===== src/hdl/pscg_pkg.sv =====
`default_nettype none
package pscg_pkg;

  localparam int COORD_BITS = 16;
  localparam int DIFF_W     = COORD_BITS + 1;
  localparam int STROKE_SLOTS = 2;
  localparam int CNT_W      = 2;

  typedef enum logic [1:0] {
    REQ_MOTION  = 2'd0,
    REQ_PRESS   = 2'd1,
    REQ_RELEASE = 2'd2
  } req_kind_t;

  typedef enum logic [2:0] {
    DIR_UNKNOWN = 3'd0,
    DIR_RIGHT   = 3'd1,
    DIR_LEFT    = 3'd2,
    DIR_DOWN    = 3'd3,
    DIR_UP      = 3'd4
  } dir_t;

  typedef enum logic [1:0] {
    ACT_NONE    = 2'd0,
    ACT_FORWARD = 2'd1,
    ACT_BACK    = 2'd2
  } action_t;

  localparam logic [CNT_W-1:0] FULL_COUNT = CNT_W'(STROKE_SLOTS);

  typedef struct packed {
    logic classed;
    dir_t dir;
  } class_t;

  typedef struct packed {
    logic             armed;
    logic [CNT_W-1:0] stroke_count;
  } core_status_t;

endpackage
`default_nettype wire


===== src/hdl/pscg_classify.sv =====
`default_nettype none
module pscg_classify (
  input  wire logic signed [pscg_pkg::COORD_BITS-1:0] x_pos,
  input  wire logic signed [pscg_pkg::COORD_BITS-1:0] y_pos,
  input  wire logic signed [pscg_pkg::COORD_BITS-1:0] ref_x,
  input  wire logic signed [pscg_pkg::COORD_BITS-1:0] ref_y,
  output pscg_pkg::class_t                            cls
);
  import pscg_pkg::*;

  logic signed [DIFF_W-1:0] dx, dy;
  logic        [DIFF_W-1:0] ax, ay;
  logic        [DIFF_W:0]   ax2, ay2;

  // offsets at one extra bit, exact for any pair of coordinates
  assign dx = DIFF_W'(x_pos) - DIFF_W'(ref_x);
  assign dy = DIFF_W'(y_pos) - DIFF_W'(ref_y);
  assign ax = dx[DIFF_W-1] ? DIFF_W'(-dx) : DIFF_W'(dx);
  assign ay = dy[DIFF_W-1] ? DIFF_W'(-dy) : DIFF_W'(dy);
  assign ax2 = {ax, 1'b0};
  assign ay2 = {ay, 1'b0};

  always_comb begin
    cls.classed = 1'b0;
    cls.dir     = DIR_UNKNOWN;
    if ({1'b0, ax} > ay2) begin
      cls.classed = 1'b1;
      cls.dir     = dx[DIFF_W-1] ? DIR_LEFT : DIR_RIGHT;
    end else if ({1'b0, ay} > ax2) begin
      cls.classed = 1'b1;
      cls.dir     = dy[DIFF_W-1] ? DIR_UP : DIR_DOWN;
    end
  end

endmodule
`default_nettype wire


===== src/hdl/pscg_core.sv =====
`default_nettype none
module pscg_core (
  input  wire logic                                   clk,
  input  wire logic                                   rst_n,
  input  wire logic                                   step,
  input  wire logic [1:0]                             req_type,
  input  wire logic [3:0]                             button_id,
  input  wire logic signed [pscg_pkg::COORD_BITS-1:0] x_pos,
  input  wire logic signed [pscg_pkg::COORD_BITS-1:0] y_pos,
  input  wire logic [3:0]                             trigger_button,
  output pscg_pkg::action_t                           action,
  output pscg_pkg::core_status_t                      status
);
  import pscg_pkg::*;

  logic                           armed_r, armed_nxt;
  logic                           have_ref_r, have_ref_nxt;
  logic signed [COORD_BITS-1:0]   ref_x_r, ref_x_nxt;
  logic signed [COORD_BITS-1:0]   ref_y_r, ref_y_nxt;
  dir_t                           store0_r, store0_nxt;
  dir_t                           store1_r, store1_nxt;
  logic [CNT_W-1:0]               count_r, count_nxt;
  dir_t                           prev_dir_r, prev_dir_nxt;
  class_t                         cls;
  logic                           is_trigger;

  pscg_classify u_classify (
    .x_pos (x_pos),
    .y_pos (y_pos),
    .ref_x (ref_x_r),
    .ref_y (ref_y_r),
    .cls   (cls)
  );

  assign is_trigger = (button_id == trigger_button);

  always_comb begin
    armed_nxt    = armed_r;
    have_ref_nxt = have_ref_r;
    ref_x_nxt    = ref_x_r;
    ref_y_nxt    = ref_y_r;
    store0_nxt   = store0_r;
    store1_nxt   = store1_r;
    count_nxt    = count_r;
    prev_dir_nxt = prev_dir_r;
    action       = ACT_NONE;
    case (req_type)
      REQ_MOTION: begin
        if (armed_r && count_r < FULL_COUNT) begin
          if (!have_ref_r) begin
            have_ref_nxt = 1'b1;
            ref_x_nxt    = x_pos;
            ref_y_nxt    = y_pos;
          end else if (cls.classed) begin
            ref_x_nxt = x_pos;
            ref_y_nxt = y_pos;
            if (cls.dir != prev_dir_r) begin
              if (count_r[0]) store1_nxt = cls.dir;
              else            store0_nxt = cls.dir;
              count_nxt    = count_r + CNT_W'(1);
              prev_dir_nxt = cls.dir;
            end
          end
        end
      end
      REQ_PRESS: begin
        armed_nxt = is_trigger;
      end
      REQ_RELEASE: begin
        if (is_trigger) begin
          if (armed_r) begin
            if (count_r == FULL_COUNT && store0_r == DIR_DOWN) begin
              if (store1_r == DIR_RIGHT)     action = ACT_FORWARD;
              else if (store1_r == DIR_LEFT) action = ACT_BACK;
            end
            count_nxt    = '0;
            have_ref_nxt = 1'b0;
            ref_x_nxt    = '0;
            ref_y_nxt    = '0;
          end
          armed_nxt = 1'b0;
        end
      end
      default: begin
      end
    endcase
  end

  always_ff @(posedge clk) begin
    if (!rst_n) begin
      armed_r    <= 1'b0;
      have_ref_r <= 1'b0;
      ref_x_r    <= '0;
      ref_y_r    <= '0;
      store0_r   <= DIR_UNKNOWN;
      store1_r   <= DIR_UNKNOWN;
      count_r    <= '0;
      prev_dir_r <= DIR_UNKNOWN;
    end else if (step) begin
      armed_r    <= armed_nxt;
      have_ref_r <= have_ref_nxt;
      ref_x_r    <= ref_x_nxt;
      ref_y_r    <= ref_y_nxt;
      store0_r   <= store0_nxt;
      store1_r   <= store1_nxt;
      count_r    <= count_nxt;
      prev_dir_r <= prev_dir_nxt;
    end
  end

  assign status.armed        = armed_r;
  assign status.stroke_count = count_r;

endmodule
`default_nettype wire


===== src/hdl/pointer_stroke_gesture_recognizer.sv =====
`default_nettype none
// path: a request passes the input register, then the result register, before its result
//   can be accepted
// throughput: one request per cycle unless the result side stalls; the gesture state updates
//   in the same cycle that the request moves from the input register into the result register
// reset: rst_n synchronous active low, clears both stages, the gesture state and sets
//   trigger_button to 2
module pointer_stroke_gesture_recognizer (
  input  wire logic        clk,
  input  wire logic        rst_n,
  // request channel
  input  wire logic        in_tvalid,
  output logic             in_tready,
  input  wire logic [39:0] in_tdata,   // button_id[3:0], x_pos[19:4], y_pos[35:20], zero pad
  input  wire logic [1:0]  in_tuser,   // req_type[1:0]
  // result channel
  output logic             out_tvalid,
  input  wire logic        out_tready,
  output logic [7:0]       out_tdata,  // action[1:0], zero pad
  // configuration port
  input  wire logic        cfg_psel,
  input  wire logic        cfg_penable,
  input  wire logic        cfg_pwrite,
  input  wire logic [2:0]  cfg_paddr,
  input  wire logic [31:0] cfg_pwdata,
  output logic [31:0]      cfg_prdata,
  output logic             cfg_pready
);
  import pscg_pkg::*;

  // configuration: trigger_button at byte addresses 0 to 3, reads as zero from 4 up
  logic [3:0] trigger_r;
  logic       cfg_wr;

  assign cfg_pready = 1'b1;
  assign cfg_wr     = cfg_psel && cfg_penable && cfg_pwrite && cfg_pready && !cfg_paddr[2];
  assign cfg_prdata = cfg_paddr[2] ? 32'd0 : {28'd0, trigger_r};

  always_ff @(posedge clk) begin
    if (!rst_n) begin
      trigger_r <= 4'd2;
    end else if (cfg_wr) begin
      trigger_r <= cfg_pwdata[3:0];
    end
  end

  // input register
  logic                         in_valid_r;
  logic [1:0]                   req_type_r;
  logic [3:0]                   button_r;
  logic signed [COORD_BITS-1:0] x_r, y_r;
  logic                         advance;
  logic                         in_fire;

  // the input stage moves on whenever the result register is free or being drained
  assign advance   = in_valid_r && (!out_tvalid || out_tready);
  assign in_tready = !in_valid_r || advance;
  assign in_fire   = in_tvalid && in_tready;

  always_ff @(posedge clk) begin
    if (!rst_n) begin
      in_valid_r <= 1'b0;
    end else if (in_tready) begin
      in_valid_r <= in_tvalid;
    end
  end

  // payload holds no reset
  always_ff @(posedge clk) begin
    if (in_fire) begin
      req_type_r <= in_tuser;
      button_r   <= in_tdata[3:0];
      x_r        <= in_tdata[19:4];
      y_r        <= in_tdata[35:20];
    end
  end

  // gesture state and classification
  action_t      action;
  core_status_t status;

  pscg_core u_core (
    .clk            (clk),
    .rst_n          (rst_n),
    .step           (advance),
    .req_type       (req_type_r),
    .button_id      (button_r),
    .x_pos          (x_r),
    .y_pos          (y_r),
    .trigger_button (trigger_r),
    .action         (action),
    .status         (status)
  );

  // result register
  action_t action_r;

  always_ff @(posedge clk) begin
    if (!rst_n) begin
      out_tvalid <= 1'b0;
    end else if (advance) begin
      out_tvalid <= 1'b1;
    end else if (out_tready) begin
      out_tvalid <= 1'b0;
    end
  end

  always_ff @(posedge clk) begin
    if (advance) begin
      action_r <= action;
    end
  end

  assign out_tdata = {6'd0, action_r};

  // the stroke count never runs past the full store
  a_count_bound: assert property (@(posedge clk) disable iff (!rst_n)
    status.stroke_count <= FULL_COUNT)
    else $error("stroke count beyond store depth");

  // a recognized command leaves the block disarmed with an empty store
  a_complete_clears: assert property (@(posedge clk) disable iff (!rst_n)
    (advance && action != ACT_NONE) |=> (!status.armed && status.stroke_count == '0))
    else $error("completion did not clear gesture state");

  // a command only comes from a full store while armed
  a_action_source: assert property (@(posedge clk) disable iff (!rst_n)
    (advance && action != ACT_NONE) |-> (status.armed && status.stroke_count == FULL_COUNT))
    else $error("command without a full armed gesture");

  // the result register never holds an undefined code
  a_action_code: assert property (@(posedge clk) disable iff (!rst_n)
    out_tvalid |-> (out_tdata[1:0] != 2'd3))
    else $error("undefined action code");

endmodule
`default_nettype wire


===== config.mk =====
export PLATFORM = sky130hd
export DESIGN_NAME = pointer_stroke_gesture_recognizer
export DESIGN_NICKNAME = d
export VERILOG_FILES = /design/src/hdl/pscg_pkg.sv /design/src/hdl/pscg_classify.sv /design/src/hdl/pscg_core.sv /design/src/hdl/pointer_stroke_gesture_recognizer.sv
export SDC_FILE = /design/constraint.sdc
export NUM_CORES = 1
export LEC_CHECK = 0
export BUFFER_PORTS_ARGS = -buffer_cell sky130_fd_sc_hd__buf_2
export CORE_UTILIZATION = 45
export CTS_BUF_LIST = sky130_fd_sc_hd__clkbuf_2 sky130_fd_sc_hd__clkbuf_4 sky130_fd_sc_hd__clkbuf_8
export DETAILED_ROUTE_END_ITERATION = 6
export PLACE_DENSITY = 0.66
export SLEW_MARGIN = 30
export SYNTH_ARGS = -nofsm -noshare
export SYNTH_HDL_FRONTEND = slang
export SYNTH_SLANG_ARGS = --single-unit

===== constraint.sdc =====
create_clock -name clk -period 11.5 [get_ports clk]
set_input_delay 2.3 -clock clk [delete_from_list [all_inputs] [get_ports clk]]
set_output_delay 2.3 -clock clk [all_outputs]
set_load 0.01 [all_outputs]

==> qor.yml, run 1 <==
power:
  combPwrFrac_pct: 31.6
  swShare_pct: 34.3
  p_total_uw: 849
  peakVddDrop_mv: 0.0607
  clock_power_share_pct: 26.9
  power.density_mw_per_mm2: 110
  internal_power_uw: 558
  p_seq_share_pct: 41.6
  netSwitchingPower_uw: 291
  leakagePower_nw: 3.11
timing:
  slew_violations: 0
  clock.fmax_mhz: 157
  hold_ws_ns: 0.429
  skew_ns: 0.0119
  finalWorstSetupSlack_ns: 5.13
  fin_crit_sh_pct: 55.4
  relSlewSlack_pct: 42.6
  min_period_ns: 6.37
  setup_tns_ns: 0
  rsz0062_at_grt: "no"
  tightest_slew_ns: 0.854
  setup-violations-final: 0
  hold_viol: 0
detailed_routing:
  firstDrtPassIters: 5
  met2_wirelength_mm: 6.83
  wl_met1_mm: 7.17
  wl_met3_um: 361
  wl_per_cell_um: 13.3
  via_per_inst: 5.27
  drt_iter0_drc: 315
  highest_layer: "met4"
  drt_wl_total_mm: 14.6
  ant_nets: 0
  dr_total_vias: 5758
  drc: 0
floorplanning:
  die_y_um: 128
  io_pins: 127
  start_util_pct: 46.6
  rows: 45
  core_mm2: 0.0154
  die_area_mm2: 0.0164
  fp.dieW_um: 128
setup_path:
  r2r_setup_slack_ns: 5.13
  endpoint_kind: "flip-flop"
  cp.required_ns: 11.82
  arrival_ns: 6.69
  r2r_cells: 25
  start_kind: "flip-flop"
  worstSetupPathType: "flip-flop to flip-flop"
  timing.rr.start: "y_r[0]"
  r2r-end: "u_core.ref_x_r[8]"
  path_max_fanout: 32
finish:
  register_area_mm2: 0.00222
  final_common_cell: "nand2_1"
  num_antenna_cells: 0
  design_area_mm2: 0.00770
  fillers: 1494
  area_delta_synth_final_pct: 7.53
  drive_gt1_share_pct: 12.6
  finalNetCount: 1026
  multi_input_area_mm2: 0.00447
  final_cell_mix: "nand2_1 (77), a21oi_1 (68), inv_1 (66)"
global_routing:
  grt_start_max_net_pins: 43
  grtUsageTotal_pct: 18.9
  antenna_found_initial: 0
  grt_pass1_wl_mm: 24.6
  grt_overflow: 0
  grt_pass1_vias: 5247
synthesis:
  synthFlopType: "dfxtp_1"
  syn_avg_cell_area_um2: 8.61
  syn_inst: 832
  ys_seq_area_share_pct: 31.0
  synth-async-reset-ratio_pct: 0
  yosysUniqueCellTypes: 90
  synth_edf_count: 40
  synth-seq-cells: 91
  yosys_warnings: 0
  synth_area_mm2: 0.00716
cts:
  cts_tree: "done"
  cts_root_buf: "clkbuf_8"
  clk_pin_slew_ns: 0.10
  cts_buffer_depth: 2
  post_cts_resized: 0
  cts_hold_buf: 0
  clock-sinks: 91
  worstSkewPairLatency_ns: 0.40
  cts_max_level: 3
  cts_buffers: 9
  cts_setup_buffers: 0
placed_design:
  place_congestion: 0.872
  dpl-instance-area_mm2: 0.00750
  place_ws_ns: 5.08
  numPortBuffers: 57
  dpl.hpwl_mm: 11.0
hold_path:
  hold_end: "u_core.count_r[0]"
  min_from: "u_core.count_r[0]"
  whs_path_depth: 1
  hold_path.class: "flip-flop to flip-flop"
run_status:
  status: "completed"
run:
  cap_violations: 0
[per-layer routing]
metal  global-route usage (%)  vias to the layer above
li1                         -                     2997
met1                     24.6                     2657
met2                     31.5                       92
met3                     2.80                       12
met4                     7.54                        0
met5                        0                        -
[synthesized netlist by cell type (all sizes together), types with 3 or more instances]
library cell,instances,area (um^2)
nor3b,3,27.5
clkbuf,20,75.1
nand4,8,50.1
nand3b,6,57.6
nor3,6,30.0
a21oi,68,340
dfxtp,51,1020
or4,3,22.5
nor4,5,37.5
o31ai,5,37.5
edfxtp,40,1200
nor2,61,231
o21ai,34,181
nand3,42,210
and3,11,68.8
inv,67,251
nand2,77,289
or2,9,61.3
a211oi,9,72.6
mux2i,11,110
o21a,11,82.6
a211o,6,52.6
xor2,30,285
o211a,3,30.0
xnor2,23,209
buf,37,279
a41oi,4,42.6
o211ai,14,110
a311oi,4,47.6
a21boi,3,22.5
ha,63,788
o2111ai,4,35.0
nor2b,14,87.6
a21o,11,82.6
or3,13,81.3
nand2b,10,70.1
and2,7,46.3
[through the flow]
stage | instances | util [%]
global placement | 1077 | 48.8
detailed placement | 1077 | 48.8
floorplan | 865 | -
CTS | 1093 | 50.1
finish | 1093 | 50.1
global route | 1093 | 50.1
[kinds of logic (layout without fill, tap and decap cells)]
logic type               Yosys count  after routing  share of synthesized area [%]
XOR/XNOR                          53             53                           6.90
flip-flops                        91             91                           31.0
AO/OA/AOI/OAI                    202            202                           19.9
buffers and inverters            124            141                           8.45
multiplexers                      12             12                           1.69
other                              2             35                          0.105
adder cells (fa/ha/maj)           66             66                           11.7
AND/OR/NAND/NOR                  282            282                           20.2
[area by class of cell]
| class | instances | area share (%) |
|---|---|---|
| clock inverter | 7 | 0.991 |
| timing repair buffer | 58 | 3.80 |
| sequential | 91 | 28.8 |
| multi-input combinational | 650 | 58.1 |
| inverter | 67 | 3.27 |
| clock buffer | 9 | 1.61 |
| tap | 211 | 3.43 |
[how the worst max path moves through the flow]
stage	start	end	slack, ns	cells after the start
2_1_floorplan	y_r[0]	u_core.store0_r[0]	5.91	25
3_3_place_gp	y_r[0]	u_core.ref_y_r[5]	5.19	25
3_5_place_dp	y_r[0]	u_core.ref_y_r[14]	5.08	25
4_1_cts	y_r[0]	u_core.ref_x_r[9]	5.06	25
5_1_grt	y_r[0]	u_core.ref_y_r[4]	4.58	25
6_report	y_r[0]	u_core.ref_x_r[8]	5.13	25
[sequential cells by signal (all words and copies together) (netlist names)]
| signal | count |
|---|---|
| button_r | 4 |
| u_core.store1_r | 3 |
| u_core.ref_x_r | 16 |
| u_core.armed_r | 1 |
| u_core.prev_dir_r | 3 |
| u_core.have_ref_r | 1 |
| u_core.count_r | 2 |
| u_core.store0_r | 3 |
| trigger_r | 4 |
| x_r | 16 |
| u_core.ref_y_r | 16 |
| action_r | 2 |
| req_type_r | 2 |
| in_valid_r | 1 |
| out_tvalid | 1 |
| y_r | 16 |
[critical path: stages (launching register included)]
cell and delay (ns):
edfxtp_1 0.36, inv_1 0.05, ha_1 0.24, fa_1 0.40, nand2b_1 0.20, a21oi_1 0.27, o21ai_1 0.19, a311oi_2 0.36
o211ai_1 0.18, or3_1 0.41, or3_1 0.39, nand2_1 0.10, xnor2_1 0.15, inv_1 0.07, ha_1 0.29, and3_1 0.19
nand3_1 0.11, or4_1 0.54, a211oi_1 0.19, o32a_1 0.24, or2_4 0.16, nand2_1 0.09, nor2_1 0.23, or2_2 0.59
nand2_1 0.13, a21oi_1 0.14
[power by group through the flow]
| stage | sequential, mW | combinational (mW) | clock (mW) |
|---|---|---|---|
| after floorplan | 0.359 | 0.217 | 0 |
| after global placement | 0.361 | 0.263 | 0 |
| after detailed placement | 0.361 | 0.266 | 0 |
| after CTS | 0.353 | 0.268 | 0.237 |
| after global routing | 0.354 | 0.301 | 0.249 |
| final | 0.353 | 0.268 | 0.228 |
(Power assumes the default switching activity.)
==> inputs of run 2 (changes only) <==
Settings changed: PLACE_DENSITY 0.66 to 0.69.
Clock period 11.5 ns to 5.2 ns, I/O delays scaled along.
==> qor.yml, run 2 (synthesis gave the netlist of run 1 again) <==
setup_path:
  cp.required_ns: 5.53  # -6.29 ns
  start_kind: "flip-flop"
  r2r_cells: 24  # -4.0%
  path_max_fanout: 6  # -81%
  arrival_ns: 6.02  # -0.67 ns
  r2r_setup_slack_ns: -0.49  # -5.61 ns
  timing.rr.start: "y_r[0]"
  endpoint: "u_core.store0_r[2]"
  r2r-end: "u_core.store0_r[2]"
  worstSetupPathType: "flip-flop to flip-flop"
  crit_start: "y_r[0]"
  endpoint_kind: "flip-flop"
  crit_chain: "inv_1 -> ha_2 -> fa_2 -> nand2b_4 -> buf_4 -> a21o_1 -> a311oi_2 -> nor4b_4 -> nand4_1 -> buf_4 -> o31ai_1 -> xor2_1 -> ha_1 -> a21o_1 -> a221o_1 -> buf_4 -> a311oi_2 -> o32a_1 -> o211ai_4 -> nor4b_4 -> nor3b_4 -> o21ai_4 -> nand2b_4 -> mux2i_1"
  cpMostUsedCell: "buf_4"
  slowest_delay_ns: 0.37  # -0.22 ns
  slowest_stage: "a221o_1"
placed_design:
  numPortBuffers: 57  # unchanged
  place_congestion: 0.881  # +1.1%
  dpl-instance-area_mm2: 0.00866  # +15%
  dpl.hpwl_mm: 12.4  # +13%
  dp.cells: 1215  # +13%
timing:
  relSlewSlack_pct: 34.2  # -8.3 points
  min_period_ns: 5.69  # -0.686 ns
  skew_ns: 0.00845  # -0.00341 ns
  rsz0062_at_grt: "yes"
  setup-violations-final: 43  # +43
  slew_violations: 0  # unchanged
  fin_crit_sh_pct: 109  # +54 points
  hold_viol: 0  # unchanged
  clock.fmax_mhz: 176  # +12%
  tightest_slew_ns: 0.987  # +0.132 ns
  finalWorstSetupSlack_ns: -0.488  # -5.61 ns
run:
  cap_violations: 0  # unchanged
floorplanning:
  core_mm2: 0.0154  # unchanged
  die_y_um: 128  # unchanged
  die_area_mm2: 0.0164  # unchanged
  fp.dieW_um: 128  # unchanged
  io_pins: 127  # unchanged
  rows: 45  # unchanged
  start_util_pct: 46.6  # unchanged
finish:
  design_area_mm2: 0.00968  # +26%
  drive_gt1_share_pct: 35.2  # +23 points
  fin_util_pct: 63.0  # +13 points
  num_antenna_cells: 0  # unchanged
  instances_no_fill: 1261  # +15%
  fillers: 1289  # -14%
  final_common_cell: "buf_4"
  finalNetCount: 1194  # +16%
  area_delta_synth_final_pct: 35.2
  final_cell_mix: "buf_4 (151), inv_1 (65), nand2_1 (64)"
power:
  power.density_mw_per_mm2: 219  # +99%
  peakVddDrop_mv: 0.114  # +87%
  leakagePower_nw: 4.06  # +31%
  p_total_mw: 2.12  # +150%
global_routing:
  grt_pass1_vias: 6284  # +20%
  grtUsageTotal_pct: 22.4  # +3.5 points
  grt_start_max_net_pins: 43  # unchanged
  grt_pass1_wl_mm: 28.9  # +18%
  antenna_found_initial: 0  # unchanged
  grt_overflow: 0  # unchanged
hold_path:
  min_from: "u_core.ref_x_r[2]"
  hold_path.class: "flip-flop to flip-flop"
cts:
  cts_root_buf: "clkbuf_8"
  cts_buffer_depth: 2  # unchanged
  cts_max_level: 3  # unchanged
  worstSkewPairLatency_ns: 0.39  # about the same
  cts_tree: "done"
  clock-sinks: 91  # unchanged
  clk_pin_slew_ns: 0.10  # about the same
  cts_buffers: 9  # unchanged
  cts_hold_buf: 0  # unchanged
detailed_routing:
  drt_wl_total_mm: 18.2  # +25%
  firstDrtPassIters: 4  # -1
  wl_per_cell_um: 14.4  # +8.1%
  drt_iter0_drc: 288  # -8.6%
  drc: 0  # unchanged
  via_per_inst: 5.22  # -0.95%
  dr_total_vias: 6580  # +14%
  ant_nets: 0  # unchanged
run_status:
  status: "finished with violations"
  failed_checks: "negative setup slack"
[run 2: cell types whose count changed in the layout (fill, tap and decap cells not counted), moves of 5 or more]
cell | previous run | this run
a21oi_1 | 68 | 47
a21oi_2 | 0 | 20
buf_12 | 0 | 6
buf_16 | 0 | 5
buf_4 | 1 | 151
nand2_1 | 77 | 64
nand2_2 | 0 | 11
nand3_1 | 42 | 15
nand3_2 | 0 | 27
[run 2: cell type report]
class | instances | area, um^2 | share of cell area (%)
multi-input combinational | 650 | 4950 | 51.1
sequential | 91 | 2220 | 23.0
timing repair buffer | 226 | 1800 | 18.6
tap | 211 | 264 | 2.73
inverter | 67 | 251 | 2.60
clock buffer | 9 | 124 | 1.28
clock inverter | 7 | 75.1 | 0.775
[run 2: worst min path at each step]
stage | to | slack, ns | depth (start not counted)
after floorplan | u_core.count_r[0] | 0.40 | 1
after global placement | u_core.count_r[0] | 0.41 | 1
after detailed placement | u_core.ref_x_r[7] | 0.44 | 2
after CTS | u_core.count_r[0] | 0.46 | 1
after global routing | u_core.ref_y_r[3] | 0.48 | 2
final | u_core.ref_x_r[2] | 0.45 | 2
[run 2: worst max-delay path: cells and delay by family, from the launching register on]
kind / cells / cell delay (ns)
compound gates: 9 / 2.10
simple gates: 6 / 1.26
fa+ha+maj: 3 / 0.86
buf+inv: 4 / 0.54
flops: 1 / 0.36
xor+xnor: 1 / 0.30
mux: 1 / 0.18
[run 2: repair_timing]
item,4_1_cts,5_1_grt
cloned,5,3
pin swaps,68,41
endpoints found under the hold margin,0,0
resized for setup,63,38
setup buffers,13,9
endpoints found under the setup margin,43,43
[run 2: layer usage]
layer | GRT usage, % | routed length [um] | vias up | part of all wire, %
met5 | 0 | 0 | - | 0
met4 | 9.27 | 443 | 0 | 2.4
met3 | 3.21 | 612 | 24 | 3.4
met2 | 38.7 | 8890 | 140 | 49
met1 | 27.9 | 8230 | 3082 | 45
li1 | - | - | 3334 | -
[run 2: metrics by stage]
step	setup WS (ns)	TNS, ns	hold slack (ns)
after global routing	-0.745	-29.14	0.479
after global placement	-0.433	-12.90	0.410
after detailed placement	-0.529	-16.29	0.443
after floorplan	-0.169	-1.15	0.403
final	-0.488	-18.81	0.454
after CTS	-0.339	-11.04	0.458
[run 2: power by group]
part           internal (mW)  leakage [nW]  switching [mW]  total [mW]
Clock                  0.225         0.104           0.274       0.500
Combinational          0.406          3.16           0.434       0.840
Sequential             0.769         0.800          0.0142       0.783
Total                   1.40          4.06           0.722        2.12
==> inputs of run 3 (changes only) <==
Settings changed: REMOVE_ABC_BUFFERS set to 1.
==> qor.yml, run 3 (synthesis gave the netlist of run 1 again) <==
floorplanning:
  start_util_pct: 46.6  # unchanged
  io_pins: 127  # unchanged
  die_y_um: 128  # unchanged
  die_area_mm2: 0.0164  # unchanged
  fp.dieW_um: 128  # unchanged
  core_mm2: 0.0154  # unchanged
  rows: 45  # unchanged
placed_design:
  place_ws_ns: -0.745  # -0.216 ns
  place_congestion: 0.868  # -1.5%
  numPortBuffers: 57  # unchanged
  dpl.hpwl_mm: 12.6  # +1.5%
setup_path:
  start_kind: "flip-flop"
  slowest_stage: "or4_4"
  critical_path_depth: 24  # unchanged
  cp_top_family: "simple AND/OR/NAND/NOR gates"
  slowest_delay_ns: 0.52  # +0.15 ns
  cp.required_ns: 5.47  # -0.06 ns
  crit_chain: "ha_1 -> o21ai_2 -> a21oi_4 -> buf_6 -> o2111a_1 -> a311oi_2 -> o211ai_1 -> or3_4 -> or3_4 -> nand2_2 -> xnor2_2 -> inv_2 -> ha_4 -> and3_4 -> nand3_4 -> or4_4 -> a211oi_2 -> o32a_1 -> or2_4 -> o32ai_4 -> nor3b_4 -> o21ai_4 -> or2_4 -> mux2i_1"
  arrival_ns: 5.90  # -0.12 ns
  endpoint_kind: "flip-flop"
  cp.buffers_inverters: 2  # -2
  path_max_fanout: 6  # unchanged
  worstSetupPathType: "flip-flop to flip-flop"
  r2r_cells: 24  # unchanged
detailed_routing:
  drc: 0  # unchanged
  ant_nets: 0  # unchanged
  drt_wl_total_mm: 18.0  # -0.97%
  drt_iter0_drc: 394  # +37%
  via_per_inst: 5.22  # about the same
  dr_total_vias: 6596  # +0.24%
  firstDrtPassIters: 5  # +1
  wl_per_cell_um: 14.2  # -1.2%
power:
  peakVddDrop_mv: 0.152  # +34%
  clock_power_share_pct: 23.5  # about the same
  power.density_mw_per_mm2: 223  # +1.9%
  swShare_pct: 34.0  # about the same
  leakagePower_nw: 4.02  # -0.89%
  p_seq_share_pct: 36.7  # -0.2 points
  combPwrFrac_pct: 39.8  # +0.2 points
  internal_power_mw: 1.41  # +0.38%
  netSwitchingPower_uw: 725  # +0.44%
finish:
  fillers: 1268  # -1.6%
  final_common_cell: "buf_4"
  drive_gt1_share_pct: 34.0  # -1.2 points
  final_cell_mix: "buf_4 (160), nand2_1 (68), inv_1 (65)"
  area_delta_synth_final_pct: 33.2
  fin_util_pct: 62.1  # -0.91 points
  finalNetCount: 1197  # +0.25%
  num_antenna_cells: 0  # unchanged
hold_path:
  whs_path_depth: 1  # -1
  hold_path.class: "flip-flop to flip-flop"
cts:
  clock-sinks: 91  # unchanged
  cts_max_level: 3  # unchanged
  cts_tree: "done"
  cts_root_buf: "clkbuf_8"
  worstSkewPairLatency_ns: 0.39  # about the same
  cts_buffers: 9  # unchanged
  cts_buffer_depth: 2  # unchanged
  clk_pin_slew_ns: 0.09  # about the same
timing:
  min_period_ns: 5.63  # -0.0626 ns
  slew_violations: 0  # unchanged
  tightest_slew_ns: 0.932  # -0.0541 ns
  skew_ns: 0.0108  # +0.00233 ns
  hold_viol: 0  # unchanged
  rsz0062_at_grt: "yes"
  clock.fmax_mhz: 178  # +1.1%
  setup-violations-final: 43  # unchanged
  relSlewSlack_pct: 37.8  # +3.6 points
  fin_crit_sh_pct: 108  # -1.2 points
  finalWorstSetupSlack_ns: -0.425  # +0.0626 ns
run:
  cap_violations: 0  # unchanged
run_status:
  failed_checks: "negative setup slack"
  status: "finished with violations"
global_routing:
  grt_start_max_net_pins: 43  # unchanged
  grt_pass1_wl_mm: 29.8  # +3.0%
  grtUsageTotal_pct: 22.8  # +0.47 points
  grt_overflow: 0  # unchanged
  grt_pass1_vias: 6335  # +0.81%
  antenna_found_initial: 0  # unchanged
run 3: repair_timing:
| item | CTS | global route |
|---|---|---|
| gates resized for setup | 65 | 39 |
| endpoints found under the hold margin | 0 | 0 |
| endpoints found under the setup margin | 43 | 43 |
| hold buffers | 0 | 0 |
| pin swaps | 54 | 37 |
| cloned | 4 | 0 |
| buffers inserted | 9 | 3 |
run 3: power groups by stage:
stage                     clock [mW]  combinational, mW  sequential (mW)
after floorplan                    0              0.457            0.794
after global placement             0              0.732            0.797
after detailed placement           0              0.746            0.797
after CTS                      0.512              0.812            0.782
after global routing           0.532              0.934            0.785
final                          0.500              0.848            0.782
run 3: final timing paths:
path / from / end / slack [ns]
max: y_r[3] / u_core.store1_r[1] / -0.43
min reg2reg: u_core.count_r[0] / u_core.count_r[0] / 0.44
min: u_core.count_r[0] / u_core.count_r[0] / 0.44
max reg2reg: y_r[3] / u_core.store1_r[1] / -0.43
run 3: layout make-up:
class / instances / area (um^2) / area share, %
Tap cell: 211 / 264 / 2.77
Clock buffer: 9 / 124 / 1.30
Timing Repair Buffer: 229 / 1710 / 17.9
Clock inverter: 7 / 73.8 / 0.774
Sequential cell: 91 / 2220 / 23.3
Inverter: 67 / 251 / 2.64
Multi-Input combinational cell: 650 / 4900 / 51.3
run 3: worst register-to-register path: cells and delay by family (launching register included):
family	cells	cell delay [ns]
buffers and inverters	2	0.20
muxes	1	0.12
and+or+nand+nor	9	2.38
AOI/OAI and AO/OA	9	1.65
adders and majority gates	2	0.64
DFF	1	0.42
xor gates and xnor gates	1	0.12
run 3: per-layer routing:
metal | track usage, % | vias up | share of wire, %
li1 | - | 3340 | -
met1 | 29.7 | 3062 | 47
met2 | 38.2 | 163 | 47
met3 | 3.26 | 31 | 4.2
met4 | 9.07 | 0 | 2.4
met5 | 0 | - | 0
run 3: metrics by stage:
stage | setup TNS [ns] | cells | power (mW) | hold slack (ns) | area, um^2
after global placement | -20.04 | 1234 | 1.53 | 0.413 | 8720
after CTS | -13.40 | 1263 | 2.11 | 0.447 | 9420
final | -16.89 | 1264 | 2.13 | 0.440 | 9540
after global routing | -26.03 | 1264 | 2.25 | 0.459 | 9540
after floorplan | -20.78 | 808 | 1.25 | 0.403 | 6930
after detailed placement | -26.19 | 1234 | 1.54 | 0.434 | 8720
